===== src/rtl/m3i_pkg.sv =====
// ----------------------------------------------------------------------------
// m3i_pkg: shared types and constants for the 3x3 matrix inverse
// Cofactor index tables, lane count and the control word that travels
// alongside the lane datapath.
// ----------------------------------------------------------------------------
package m3i_pkg;

  localparam int unsigned LANES = 9;
  localparam int unsigned EPS_W = 31;
  localparam logic [EPS_W-1:0] EPS_RESET = 31'd1;

  typedef int unsigned idx_arr_t [LANES];

  // cofactor i = a[MP]*a[MQ] - a[MR]*a[MS], negated where ADJ_NEG is set
  localparam idx_arr_t MP = '{4, 1, 1, 3, 0, 0, 3, 0, 0};
  localparam idx_arr_t MQ = '{8, 8, 5, 8, 8, 5, 7, 7, 4};
  localparam idx_arr_t MR = '{7, 2, 2, 5, 2, 3, 6, 6, 3};
  localparam idx_arr_t MS = '{5, 7, 4, 6, 6, 2, 4, 1, 1};
  localparam logic [LANES-1:0] ADJ_NEG = 9'b010101010;

  // determinant expands along row 0 with cofactors 0, 3 and 6
  typedef int unsigned col_arr_t [3];
  localparam col_arr_t DET_COL = '{0, 3, 6};

  typedef struct packed {
    logic valid;
    logic singular;
  } m3i_ctl_t;

endpackage


===== src/rtl/m3i_out_if.sv =====
// ----------------------------------------------------------------------------
// m3i_out_if: output channel carrying one inverted matrix
// Valid/ready handshake with nine elements and two status flags.
// ----------------------------------------------------------------------------
interface m3i_out_if #(
  parameter int unsigned W = 32
) ();
  logic                valid;
  logic                ready;
  logic signed [W-1:0] b00, b01, b02;
  logic signed [W-1:0] b10, b11, b12;
  logic signed [W-1:0] b20, b21, b22;
  logic                invertible;
  logic                saturated;

  modport source (output valid, b00, b01, b02, b10, b11, b12, b20, b21, b22,
                  invertible, saturated, input ready);
  modport sink   (input valid, b00, b01, b02, b10, b11, b12, b20, b21, b22,
                  invertible, saturated, output ready);
endinterface


===== src/rtl/m3i_merge.sv =====
// ----------------------------------------------------------------------------
// m3i_merge: lane merge and output stage
// Aligns the control word with the lanes, combines the lane flags, and
// drives the output through a register with a one-item skid buffer.
// ----------------------------------------------------------------------------
module m3i_merge import m3i_pkg::*; #(
  parameter int unsigned W = 32
) (
  input  logic                clk_i,
  input  logic                rst_ni,
  input  m3i_ctl_t            ctl_i,
  input  logic signed [W-1:0] b_i [LANES],
  input  logic [LANES-1:0]    sat_i,
  output logic                en_o,
  m3i_out_if.source           out_o
);
  localparam int unsigned DLY = W + 3;

  m3i_ctl_t            ctl_q [DLY];
  logic                out_v_q;
  logic                skid_v_q;
  logic signed [W-1:0] out_b_q [LANES];
  logic                out_inv_q;
  logic                out_sat_q;
  logic signed [W-1:0] skid_b_q [LANES];
  logic                skid_inv_q;
  logic                skid_sat_q;

  logic                pipe_v;
  logic                pipe_inv;
  logic                pipe_sat;

  assign en_o     = !skid_v_q;
  assign pipe_v   = ctl_q[DLY-1].valid;
  assign pipe_inv = !ctl_q[DLY-1].singular;
  assign pipe_sat = |sat_i;

  always_ff @(posedge clk_i or negedge rst_ni) begin
    if (!rst_ni) begin
      for (int i = 0; i < DLY; i++) begin
        ctl_q[i] <= '0;
      end
    end else if (en_o) begin
      ctl_q[0] <= ctl_i;
      for (int i = 1; i < DLY; i++) begin
        ctl_q[i] <= ctl_q[i-1];
      end
    end
  end

  always_ff @(posedge clk_i or negedge rst_ni) begin
    if (!rst_ni) begin
      out_v_q  <= 1'b0;
      skid_v_q <= 1'b0;
    end else if (out_v_q && out_o.ready) begin
      if (skid_v_q) begin
        skid_v_q <= 1'b0;
      end else begin
        out_v_q <= pipe_v;
      end
    end else if (!out_v_q) begin
      out_v_q <= pipe_v;
    end else if (pipe_v && !skid_v_q) begin
      skid_v_q <= 1'b1;
    end
  end

  always_ff @(posedge clk_i) begin
    if (out_v_q && out_o.ready && skid_v_q) begin
      out_b_q   <= skid_b_q;
      out_inv_q <= skid_inv_q;
      out_sat_q <= skid_sat_q;
    end else if ((!out_v_q || out_o.ready) && pipe_v) begin
      out_b_q   <= b_i;
      out_inv_q <= pipe_inv;
      out_sat_q <= pipe_sat;
    end
    if (out_v_q && !out_o.ready && !skid_v_q && pipe_v) begin
      skid_b_q   <= b_i;
      skid_inv_q <= pipe_inv;
      skid_sat_q <= pipe_sat;
    end
  end

  assign out_o.valid      = out_v_q;
  assign out_o.b00        = out_b_q[0];
  assign out_o.b01        = out_b_q[1];
  assign out_o.b02        = out_b_q[2];
  assign out_o.b10        = out_b_q[3];
  assign out_o.b11        = out_b_q[4];
  assign out_o.b12        = out_b_q[5];
  assign out_o.b20        = out_b_q[6];
  assign out_o.b21        = out_b_q[7];
  assign out_o.b22        = out_b_q[8];
  assign out_o.invertible = out_inv_q;
  assign out_o.saturated  = out_sat_q;

`ifndef SYNTH
  a_skid_needs_out: assert property (@(posedge clk_i) disable iff (!rst_ni)
    skid_v_q |-> out_v_q)
    else $error("skid holds an item while output register is empty");

  a_skid_drains: assert property (@(posedge clk_i) disable iff (!rst_ni)
    out_v_q && out_o.ready && skid_v_q |=> out_v_q && !skid_v_q)
    else $error("skid item not moved to output register");

  a_singular_no_sat: assert property (@(posedge clk_i) disable iff (!rst_ni)
    out_v_q && !out_inv_q |-> !out_sat_q)
    else $error("saturated set on a pass-through item");
`endif

endmodule


===== src/flat_wrapper.sv =====
// flat-port wrapper written by rule: the top's interface ports become plain ports
module m3i_merge_flat import m3i_pkg::*;
#(
  parameter int unsigned W = 32
)
  (clk_i, rst_ni, ctl_i, b_i, sat_i, en_o, out_o_valid, out_o_b00, out_o_b01, out_o_b02, out_o_b10, out_o_b11, out_o_b12, out_o_b20, out_o_b21, out_o_b22, out_o_invertible, out_o_saturated, out_o_ready);
  m3i_out_if #(.W(W)) out_o_i ();
  input  logic clk_i;
  input  logic rst_ni;
  input  m3i_ctl_t ctl_i;
  input  logic signed [W-1:0] b_i[LANES];
  input  logic [LANES-1:0] sat_i;
  output logic en_o;
  output wire logic [$bits(out_o_i.valid)-1:0] out_o_valid;
  output wire logic [$bits(out_o_i.b00)-1:0] out_o_b00;
  output wire logic [$bits(out_o_i.b01)-1:0] out_o_b01;
  output wire logic [$bits(out_o_i.b02)-1:0] out_o_b02;
  output wire logic [$bits(out_o_i.b10)-1:0] out_o_b10;
  output wire logic [$bits(out_o_i.b11)-1:0] out_o_b11;
  output wire logic [$bits(out_o_i.b12)-1:0] out_o_b12;
  output wire logic [$bits(out_o_i.b20)-1:0] out_o_b20;
  output wire logic [$bits(out_o_i.b21)-1:0] out_o_b21;
  output wire logic [$bits(out_o_i.b22)-1:0] out_o_b22;
  output wire logic [$bits(out_o_i.invertible)-1:0] out_o_invertible;
  output wire logic [$bits(out_o_i.saturated)-1:0] out_o_saturated;
  input wire logic [$bits(out_o_i.ready)-1:0] out_o_ready;
  assign out_o_valid = out_o_i.valid;
  assign out_o_b00 = out_o_i.b00;
  assign out_o_b01 = out_o_i.b01;
  assign out_o_b02 = out_o_i.b02;
  assign out_o_b10 = out_o_i.b10;
  assign out_o_b11 = out_o_i.b11;
  assign out_o_b12 = out_o_i.b12;
  assign out_o_b20 = out_o_i.b20;
  assign out_o_b21 = out_o_i.b21;
  assign out_o_b22 = out_o_i.b22;
  assign out_o_invertible = out_o_i.invertible;
  assign out_o_saturated = out_o_i.saturated;
  assign out_o_i.ready = out_o_ready;
  m3i_merge #(.W(W)) u_core (.clk_i(clk_i), .rst_ni(rst_ni), .ctl_i(ctl_i), .b_i(b_i), .sat_i(sat_i), .en_o(en_o), .out_o(out_o_i));
endmodule

===== config.mk =====
export PLATFORM = sky130hd
export DESIGN_NAME = m3i_merge_flat
export DESIGN_NICKNAME = d
export VERILOG_FILES = /design/src/rtl/m3i_pkg.sv /design/src/rtl/m3i_out_if.sv /design/src/rtl/m3i_merge.sv /design/src/flat_wrapper.sv
export SDC_FILE = /design/constraint.sdc
export NUM_CORES = 1
export LEC_CHECK = 0
export BUFFER_PORTS_ARGS = -buffer_cell sky130_fd_sc_hd__buf_2
export CORE_AREA = 4 4 226 228
export DETAILED_ROUTE_END_ITERATION = 16
export DIE_AREA = 0 0 230 232
export GPL_ROUTABILITY_DRIVEN = 1
export GPL_TIMING_DRIVEN = 1
export MAX_ROUTING_LAYER = met4
export PLACE_DENSITY = 0.82
export REMOVE_ABC_BUFFERS = 1
export SETUP_SLACK_MARGIN = 0.15
export SLEW_MARGIN = 10
export SYNTH_ARGS = -nofsm -noshare
export SYNTH_HDL_FRONTEND = slang
export SYNTH_SLANG_ARGS = --single-unit

===== constraint.sdc =====
create_clock -name clk_i -period 31.2 [get_ports clk_i]
set_input_delay 4.68 -clock clk_i [delete_from_list [all_inputs] [get_ports clk_i]]
set_output_delay 4.68 -clock clk_i [all_outputs]
set_load 0.01 [all_outputs]

Yosys cells after proc, flatten, opt, wreduce, memory -nomap -nowiden
Cells that the tools add are included.

Flip-flop bits (word level): 652. Latch bits: 0. RAM bits: 0. Bits in read-only memories: 0. Input port bits: 302. Logic and storage cells: 124. Memories kept: 0.

Add/subtract/negate cells: 0. Multiply operators: 0. Div/mod/pow operators: 0. $lt $le $gt $ge: 0. Equal/unequal tests: 1. Shifts and indexed selects: 0. Mux-type cells: 12. Bitwise operators: 0. Reductions and logical operators: 17.

Operators by type and width (number): two-way mux 288 bit (2); two-way mux 1 bit (10); OR reduction 9 bit (1); logical AND 1 bit (7); nonzero test 2 bit (3); logical NOT 1 bit (4); != test 2 bit, second input constant (1); AND reduction 2 bit (1); logical OR 1 bit (1).

Logic depth before layout (Yosys ltp)
Gate-level depths: netlist of run 1.

Word-level depth: 5. Gate-level depth with buffers: 5.

Worst setup path before layout of run 1
No wires, ideal clock.

Path kind: input to register. From: in out_o_ready. To: reg u_core.out_b_q (netlist bit u_core.out_o.b00[0]) (enable). Library setup time: 1.040 ns. Arrival: 18.559 ns. Required time: 30.160 ns. Slack: 11.601 ns. Cell stages on the path: 2. Cell sequence: inv_1 a21oi_1.

Cells in the longest elaborated chain, start to end: 3.

Ends and longest elaborated chain: start: declaration (RTL line flat_wrapper.sv:26) `input wire logic [$bits(out_o_i.ready)-1:0] out_o_ready;`; logical OR 1 bit or logical AND 1 bit (tied branches) (RTL line m3i_merge.sv:73, m3i_merge.sv:69); logical AND 1 bit, on equally long branches (RTL line m3i_merge.sv:73, m3i_merge.sv:69); nonzero test 2 bit (no source line) *; end signal: assignment (RTL line m3i_merge.sv:70) `out_b_q <= skid_b_q;`; end signal: assignment (RTL line m3i_merge.sv:74) `out_b_q <= b_i;`; end: declaration (RTL line m3i_merge.sv:22) `logic signed [W-1:0] out_b_q [LANES];`.

Every way passes the cells marked *; elsewhere a longest branch is shown, timed or not. A chain may end at the register's enable or synchronous reset.

Final worst setup path of run 1
From: in out_o_ready. To: reg u_core.out_b_q (netlist bit u_core.out_o.b21[10]) (enable).

Same word-level chain as after synthesis.

==> results of run 1 <==
[per-layer routing]
metal	global-route usage [%]	vias to the layer above
met4	8.639	0
met2	31.83	538
met1	22.73	6168
met5	-	-
li1	-	5519
met3	6.514	135
[layout make-up]
class / instances / area [um^2]
inverters: 3 / 11.26
clock inverters: 35 / 324.1
repair buffers: 603 / 3068
fillers: 3488 / 19380
clock buffers: 86 / 1822
diodes: 20 / 50.05
multi-input cells: 373 / 4143
well taps: 664 / 830.8
flip-flops and latches: 652 / 19220
[worst max-delay path: stages]
cell and delay (ns):
buf_2 0.13, inv_1 0.10, a21oi_4 0.26, buf_4 0.80, buf_4 0.89
[cells by family after synthesis]
| family | after synthesis | synth area share (%) |
|---|---|---|
| flip-flops | 652 | 80.91 |
| buffers and inverters | 43 | 1.733 |
| multiplexers | 359 | 17.02 |
| AO/OA/AOI/OAI | 6 | 0.1264 |
| AND/OR/NAND/NOR | 8 | 0.2055 |
[synth_stat cells, types with 2 or more instances]
cell type	n
edfxtp_1	580
mux2_2	359
dfrtp_1	72
buf_6	32
buf_2	8
a21oi_1	5
inv_1	3
nor2_1	2
[metrics by stage]
step	total power [W]	util, %	instances	hold WS (ns)	setup WS [ns]
after floorplan	0.0009849	-	1028	0.4752	11.60
after global placement	0.001010	55.83	2295	0.4819	23.84
after detailed placement	0.001013	55.83	2295	0.4848	23.76
after CTS	0.001790	60.22	2416	0.5031	24.42
after global routing	0.001836	60.32	2436	0.5085	24.22
final	0.001770	60.32	2436	0.4966	24.36
[power by group]
| part | internal, W | switching [W] |
|---|---|---|
| Clock | 0.000450 | 0.000325 |
| Combinational | 0.0000268 | 0.0000187 |
| Sequential | 0.000950 | 0.0000000719 |
[worst paths after layout]
check | from | end | slack (ns) | cells past startpoint
hold / removal | u_core.ctl_q[13] | u_core.ctl_q[11] | 0.50 | 1
hold reg to reg | u_core.ctl_q[13] | u_core.ctl_q[11] | 0.50 | 1
min in group asynchronous | rst_ni | u_core.ctl_q[9] | 4.30 | 2
setup reg to reg | u_core.skid_v_q | u_core.out_o.b21[10] | 27.34 | 5
setup / recovery | out_o_ready | u_core.out_o.b21[10] | 24.36 | 5
max in group asynchronous | rst_ni | u_core.skid_v_q | 26.32 | 2
[sequential cells by signal, indices dropped and copies added (netlist names), 32 cells and up]
signal	flops
u_core.ctl_q	69
u_core.out_o.b00	32
u_core.out_o.b01	32
u_core.out_o.b02	32
u_core.out_o.b10	32
u_core.out_o.b11	32
u_core.out_o.b12	32
u_core.out_o.b20	32
u_core.out_o.b21	32
u_core.out_o.b22	32
u_core.skid_b_q	288
==> impl_metrics.toml, run 1 <==
[clock_network]
cts_tree = "yes"
path_clk_slew_ns = 0.06
cts_inserted_buffers = 67
cts-htree-levels = 3
post_cts_resized = 0
cts_setup_buffers = 0
clkLatencyLatePin_ns = 0.59
cts_sinks = 652
ctsLongestPathBuffers = 3
holdBufCountCts = 0
root_buffer = "clkbuf_16"

[synth]
synth_edf_count = 580
syn_area_per_cell_um2 = 22.24
synthFlopType = "edfxtp_1"
yosysSeqAreaShare_pct = 80.91
synthCells = 1068
synth-seq-cells = 652
netlist_area_um2 = 23750
synth_warnings = 0
synth_area_leaders = "edfxtp_1 73%, mux2_2 17%, dfrtp_1 7.6%, buf_6 1.5%, buf_2 0.17%"
async_reset_ff_share_pct = 11.04
synth_cell_types = 15
synth_top_area_cell = "edfxtp_1"
synthDominantCellAreaShare_pct = 73.33

[place]
gp_congestion = 0.8582
hpwl_mm = 35.43
dpl_cell_area_um2 = 27270
port_buffers = 593

[timing]
finClkSkew_ns = 0.02478
rsz0062_at_grt = "no"
maxClockFrequency_mhz = 146.1
period_share_pct = 21.94
fin_crit_ns = 6.844
hold_violations = 0
fin_tns_setup_ns = 0
maxSlewHeadroom_pct = 24.60
tightest_slew_ns = 1.131
finalSetupViolCount = 0
maxSlewViolCount = 0

[worst_setup_path]
endpoint_kind = "register"
start_kind = "input port"
path_class = "in -> reg"
cp.required_ns = 31.39
arrival_ns = 7.03
cp_max_fo = 77

[floorplanning]
fp.dieArea_um2 = 53360
die_w_um = 230
initial_core_util_pct = 48.62
core_area_um2 = 48850
io_pins = 594
rows = 81
dieHeight_um = 232

[routing]
ant_nets = 0
dr_wl_met2_mm = 26.56
top_layer = "met4"
post_drt_via_cell_ratio = 5.074
wl_met3_mm = 4.580
drt_wl_total_mm = 52.43
wl_per_cell_um = 21.52
drt_iter0_drc = 844
route.vias.total = 12360
drtPass1Iterations = 4
wl_met1_mm = 19.18
post-route-drc-count = 0

[power_and_ir_drop]
vdd_drop_max_mv = 0.05239
power.density_nw_per_um2 = 60.08
p_leak_nw = 11.33

[finish]
drive_gt1_share_pct = 60.73
final_common_cell = "buf_2"
final_cell_mix = "593 x buf_2, 580 x edfxtp_1, 359 x mux2_2, 71 x dfrtp_1, 70 x clkbuf_16"
nets = 2002
syn_to_final_growth_pct = 24.07
stdcell_area_um2 = 29470

[grt]
grt_max_degree = 161
grt.overflow.total = 0
grt_util_all_layers_pct = 19.71
grt_pass1_vias = 13160
grt_pass1_wl_mm = 78.36
antenna_found_initial = 20

[job]
maxCapViolCount = 0

[run_status]
outcome = "complete, no violations"

[worst_hold_path]
min_path_type = "reg -> reg"
Note: power is estimated with default switching activity, not from simulation.
==> inputs of run 2 (changes only) <==
ABC_AREA = 1   (was unset)
CORE_AREA = 4 4 230 232   (was 4 4 226 228)
DIE_AREA = 0 0 234 236   (was 0 0 230 232)
PLACE_DENSITY = 0.8   (was 0.82)
clock period = 6.85 ns   (was 31.2 ns; I/O delays follow)
==> run 2 against run 1 <==
Compared with the run above: register-to-register slack got worse by 24 ns; area after synthesis rose by 0.28%; first-iteration DRC count rose by 77%; critical path depth did not move; die area rose by 3.5%.
==> impl_metrics.toml, run 2 <==
[run_status]
outcome = "complete, no violations"

[floorplanning]
core_area_um2 = 50990
initial_core_util_pct = 46.71
io_pins = 594
dieHeight_um = 236
die_w_um = 234
fp.dieArea_um2 = 55220
rows = 83

[worst_setup_path]
endpoint_kind = "register"
start_kind = "register"
cp.required_ns = 7.28
arrival_ns = 3.63
crit_buf_inv = 2
rrSetupSlack_ns = 3.66
slowest_delay_ns = 0.90
path_class = "reg -> reg"
r2r_cells = 5
critPathTopFamily = "buffers and inverters"
reg2reg_to = "u_core.out_o.b00[13]"
r2r-start = "u_core.skid_v_q"
cp_cell_sequence = "nand3_4 -> buf_12 -> buf_4 -> nand2_1 -> nand2_1"
critPathSlowestCell = "buf_4"
path_common_cell = "nand2_1"
cp_max_fo = 195

[power_and_ir_drop]
p_sw_w = 0.002865
p_leak_nw = 12.67
clkPwrFrac_pct = 34.0
power.internal_w = 0.007812
power.density_nw_per_um2 = 360.6
pwr-share-comb_pct = 15.3
finalPower_w = 0.01068
p_seq_share_pct = 50.6
swShare_pct = 26.83
vdd_drop_max_mv = 0.3742

[clock_network]
cts_tree = "yes"
cts_inserted_buffers = 67
cts_sinks = 652
cts_setup_buffers = 0
holdBufCountCts = 0
path_clk_slew_ns = 0.06
root_buffer = "clkbuf_16"
clkLatencyLatePin_ns = 0.58
post_cts_resized = 0
ctsLongestPathBuffers = 3
cts-htree-levels = 3

[timing]
maxSlewHeadroom_pct = 21.97
finClkSkew_ns = 0.01642
rsz0062_at_grt = "no"
maxClockFrequency_mhz = 313.4
maxSlewViolCount = 0
worst_slack_ns = 3.659
period_share_pct = 46.58
tightest_slew_ns = 1.170
hold_violations = 0
finalSetupViolCount = 0
fin_crit_ns = 3.191
fin_hold_ws_ns = 0.4644

[routing]
wl_per_cell_um = 18.50
drt_iter0_drc = 1497
post-route-drc-count = 0
route.vias.total = 15690
drtPass1Iterations = 5
post_drt_via_cell_ratio = 4.950
drt_wl_total_mm = 58.66
ant_nets = 0

[synth]
ys_top_cells_by_count = "1059 x nand2_1, 580 x edfxtp_1, 72 x dfrtp_1, 58 x buf_2, 12 x o21ai_0"
synthFlopType = "edfxtp_1"
async_reset_ff_share_pct = 11.04
synth-seq-cells = 652
synth_top_area_cell = "edfxtp_1"
synth_edf_count = 580
synth.most_common_cell = "nand2_1"
synth_cell_types = 17
synthCells = 1825
yosysSeqAreaShare_pct = 80.69
synth_warnings = 0
syn_area_per_cell_um2 = 13.05
synthDominantCellAreaShare_pct = 73.12
netlist_area_um2 = 23820
synth_area_leaders = "edfxtp_1 73%, nand2_1 17%, dfrtp_1 7.6%, buf_2 1.2%, buf_6 0.52%"

[finish]
final_cell_mix = "1059 x nand2_1, 593 x buf_2, 580 x edfxtp_1, 71 x dfrtp_1, 70 x clkbuf_16"
largest_reg_flops = 288
fillers = 3873
stdcell_area_um2 = 29610
nets = 2718
instances_no_fill = 3170
largestRegisters = "u_core.skid_b_q (288), u_core.ctl_q (69)"
final_common_cell = "nand2_1"
drive_gt1_share_pct = 28.53
regMostFlops = "u_core.skid_b_q"
syn_to_final_growth_pct = 24.31

[grt]
antenna_found_initial = 19
globalRouteMet1Util_pct = 24.96
gr-usage-met3_pct = 5.217
grt_pass1_vias = 15230
grt_pass1_wl_mm = 85.75
met2_usage_pct = 33.54
grt.overflow.total = 0
grt_util_all_layers_pct = 20.72
grt_max_degree = 196
grt-busiest-layer = "met2"

[place]
hpwl_mm = 37.59
gp_congestion = 0.8434
placed_cells = 3027
dpl_cell_area_um2 = 27350
preCtsSetupSlack_ns = 3.517
port_buffers = 593

[worst_hold_path]
min_path_type = "reg -> reg"
min_path_cells = 2
hold_start = "u_core.ctl_q[63]"
min_to = "u_core.ctl_q[61]"

[job]
maxCapViolCount = 0
run 2: cell types whose count changed in the layout (fill, tap and decap cells not counted), moves of 4 or more:
cell	change
o21ai_0	+10
inv_1	+6
buf_12	+4
clkbuf_1	+5
nand2_1	+1059
buf_4	-5
mux2_2	-359
run 2: power groups by stage:
stage | logic (W) | registers (W) | clock network, W
global placement | 0.00159 | 0.00545 | 0
floorplan | 0.000665 | 0.00627 | 0
global route | 0.00180 | 0.00545 | 0.00390
CTS | 0.00166 | 0.00540 | 0.00371
finish | 0.00164 | 0.00540 | 0.00363
detailed placement | 0.00165 | 0.00547 | 0
run 2: how the worst max path moves through the flow:
stage	from	end	slack [ns]	depth (start not counted)
finish	u_core.skid_v_q	u_core.out_o.b00[13]	3.66	5
global route	u_core.skid_v_q	u_core.out_o.b01[18]	3.40	5
CTS	u_core.skid_v_q	u_core.out_o.b20[0]	3.64	5
detailed placement	out_o_ready	u_core.out_o.b12[14]	3.52	6
global placement	out_o_ready	u_core.out_o.b22[3]	3.61	6
floorplan	u_core.skid_v_q	u_core.out_o.b00[0]	-20.39	2
run 2: per-stage QoR:
stage	setup TNS [ns]	util, %
4_1_cts	0	57.96
2_1_floorplan	-8625.92	-
3_3_place_gp	0	53.64
5_1_grt	0	58.05
6_report	0	58.06
3_5_place_dp	0	53.64
run 2: kinds of logic after synthesis:
family                 share of synthesized area [%]
AND/OR/NAND/NOR                                16.87
flip-flops                                     80.69
buffers and inverters                          2.101
AO/OA/AOI/OAI                                 0.3362
run 2: metal layers:
layer | up-vias | wire (um)
li1 | 7284 | -
met1 | 7504 | 21400
met2 | 762 | 29630
met3 | 140 | 5369
met4 | 0 | 2260
met5 | - | 0
run 2: final cells by class:
| class | instances | area (um^2) | area share, % |
|---|---|---|---|
| antenna | 22 | 55.05 | 0.1859 |
| multi-input combinational | 1083 | 4125 | 13.93 |
| timing repair buffer | 602 | 3110 | 10.51 |
| clock inverter | 28 | 332.8 | 1.124 |
| clock buffer | 93 | 1868 | 6.309 |
| sequential | 652 | 19220 | 64.92 |
| inverter | 10 | 45.04 | 0.1521 |
| tap | 680 | 850.8 | 2.874 |
run 2: worst register-to-register path, delay by kind of cell (launching register included):
kind          cells  cell delay (ns)
buf+inv           2             1.49
simple gates      3             0.73
flops             1             0.82
==> inputs of run 3 (changes only) <==
ABC_AREA = 0   (was 1)
PLACE_DENSITY = 0.79   (was 0.8)
clock period = 3 ns   (was 6.85 ns; I/O delays follow)
==> run 3 against run 2 <==
Compared with the run above: cell count down 22%; flip-flop and latch count unchanged; combinational power down 70%; hold slack worse by 0.41 ns; first-iteration DRC count down 56%; critical path depth down 1; core utilization up 0.65 points; total power up 72%; clock-buffer cell count down 4; highest routed layer unchanged.
==> impl_metrics.toml, run 3 (synthesis gave the netlist of run 1 again) <==
[run_status]
outcome = "complete, no violations"

[finish]
largestRegisters = "u_core.skid_b_q (288), u_core.ctl_q (69)"
final_cell_mix = "593 x buf_2, 580 x edfxtp_1, 359 x mux2_2, 71 x dfrtp_1, 70 x clkbuf_16"
regArea_um2 = 19220
final_common_cell = "buf_2"
multiInputGateArea_um2 = 4143
fillers = 3730
regMostFlops = "u_core.skid_b_q"
syn_to_final_growth_pct = 26.05
drive_gt1_share_pct = 60.82
nets = 2044
largest_reg_flops = 288

[floorplanning]
io_pins = 594
die_w_um = 234
dieHeight_um = 236
core_area_um2 = 50990
rows = 83
fp.dieArea_um2 = 55220
initial_core_util_pct = 46.58

[clock_network]
ctsLongestPathBuffers = 3
cts_setup_buffers = 0
path_clk_slew_ns = 0.06
cts-htree-levels = 3
post_cts_resized = 0
cts_tree = "yes"
cts_inserted_buffers = 67
clkLatencyLatePin_ns = 0.58
root_buffer = "clkbuf_16"
holdBufCountCts = 8
cts_sinks = 652

[routing]
drt_iter0_drc = 664
drt_wl_total_mm = 53.68
wl_per_cell_um = 21.60
route.vias.total = 12350
ant_nets = 0
post_drt_via_cell_ratio = 4.969
post-route-drc-count = 0
drtPass1Iterations = 4

[timing]
fin_crit_ns = 2.056
maxSlewViolCount = 0
hold_violations = 0
finalSetupViolCount = 0
rsz0062_at_grt = "no"
fin_tns_setup_ns = 0
tightest_slew_ns = 0.8195
maxClockFrequency_mhz = 486.3
finClkSkew_ns = 0.02158
maxSlewHeadroom_pct = 45.37
worst_slack_ns = 0.9438
period_share_pct = 68.54

[place]
preCtsSetupSlack_ns = 0.9366
hpwl_mm = 37.73
port_buffers = 593
gp_congestion = 0.8112

[worst_setup_path]
cp_cell_sequence = "a21oi_1 -> a21oi_4 -> buf_12 -> buf_12"
startpoint = "u_core.out_o.valid"
endpoint_kind = "register"
r2r-start = "u_core.out_o.valid"
slowest_delay_ns = 0.54
path_common_cell = "buf_12"
cp.required_ns = 3.22
critPathSlowestCell = "dfrtp_1"
cp_max_fo = 72
arrival_ns = 2.28
path_class = "reg -> reg"
start_kind = "register"

[grt]
grt_max_degree = 84
globalRouteMet1Util_pct = 21.94
antenna_found_initial = 17
met2_usage_pct = 31.79
grt_pass1_wl_mm = 79.14
grt.overflow.total = 0
gr-usage-met3_pct = 6.099
grt-busiest-layer = "met2"
grt_util_all_layers_pct = 19.30
grt_pass1_vias = 13350

[worst_hold_path]
hold_start = "b_i[57]"
min_path_type = "in -> reg"

[power_and_ir_drop]
power.density_nw_per_um2 = 613.3
vdd_drop_max_mv = 0.5366
p_leak_nw = 11.55

[job]
maxCapViolCount = 0
-- run 3: changes by cell type in the layout (fill, tap and decap cells not counted), moves of 8 or more --
| cell | delta |
|---|---|
| mux2_2 | +359 |
| dlygate4sd3_1 | +8 |
| o21ai_0 | -10 |
| buf_12 | +9 |
| nand2_1 | -1059 |
| buf_4 | +26 |
-- run 3: cell type report --
class	instances	area share, %
Timing Repair Buffer	645	11.91
Sequential cell	652	64.20
Antenna cell	16	0.1337
Multi-Input combinational cell	373	13.84
Clock inverter	27	0.8860
Tap cell	680	2.842
Inverter	3	0.03761
Clock buffer	89	6.156
-- run 3: per-layer routing --
layer / vias up / routed length, um
li1: 5574 / -
met1: 6216 / 20220
met2: 469 / 27510
met3: 90 / 4365
met4: 0 / 1583
met5: - / 0
-- run 3: final timing paths --
check	depth (start not counted)	endpoint	slack [ns]
worst max register to register	4	u_core.out_o.b20[27]	0.94
min in group asynchronous	2	u_core.out_o.valid	0.24
max in group asynchronous	3	u_core.ctl_q[34]	2.09
worst min register to register	1	u_core.ctl_q[62]	0.50
worst min-delay path	1	u_core.skid_b_q[57]	0.05
worst max-delay path	4	u_core.out_o.b20[27]	0.94
-- run 3: critical path: cells and delay by family (launching register included) --
family | cells | cell delay (ns)
flip-flops | 1 | 0.54
AO/OA/AOI/OAI | 2 | 0.42
buffers and inverters | 2 | 0.63
-- run 3: stage by stage --
stage                     utilization (%)  instances  hold WS (ns)  power (W)  area (um^2)
after floorplan                         -       1028        0.1544    0.01024        23350
after detailed placement            54.34       2345        0.2884    0.01054        27710
after CTS                           58.64       2469    0.00007438    0.01857        29900
final                               58.71       2485       0.05088    0.01836        29940
after global placement              54.34       2345        0.2835    0.01051        27710
after global routing                58.71       2485       0.01423    0.01900        29940
-- run 3: power by group --
part	total [W]	internal [W]	switching, W
clock	0.00799	0.00468	0.00332
sequential	0.00988	0.00988	0.000000549
combinational	0.000485	0.000286	0.000198
total	0.0184	0.0148	0.00351
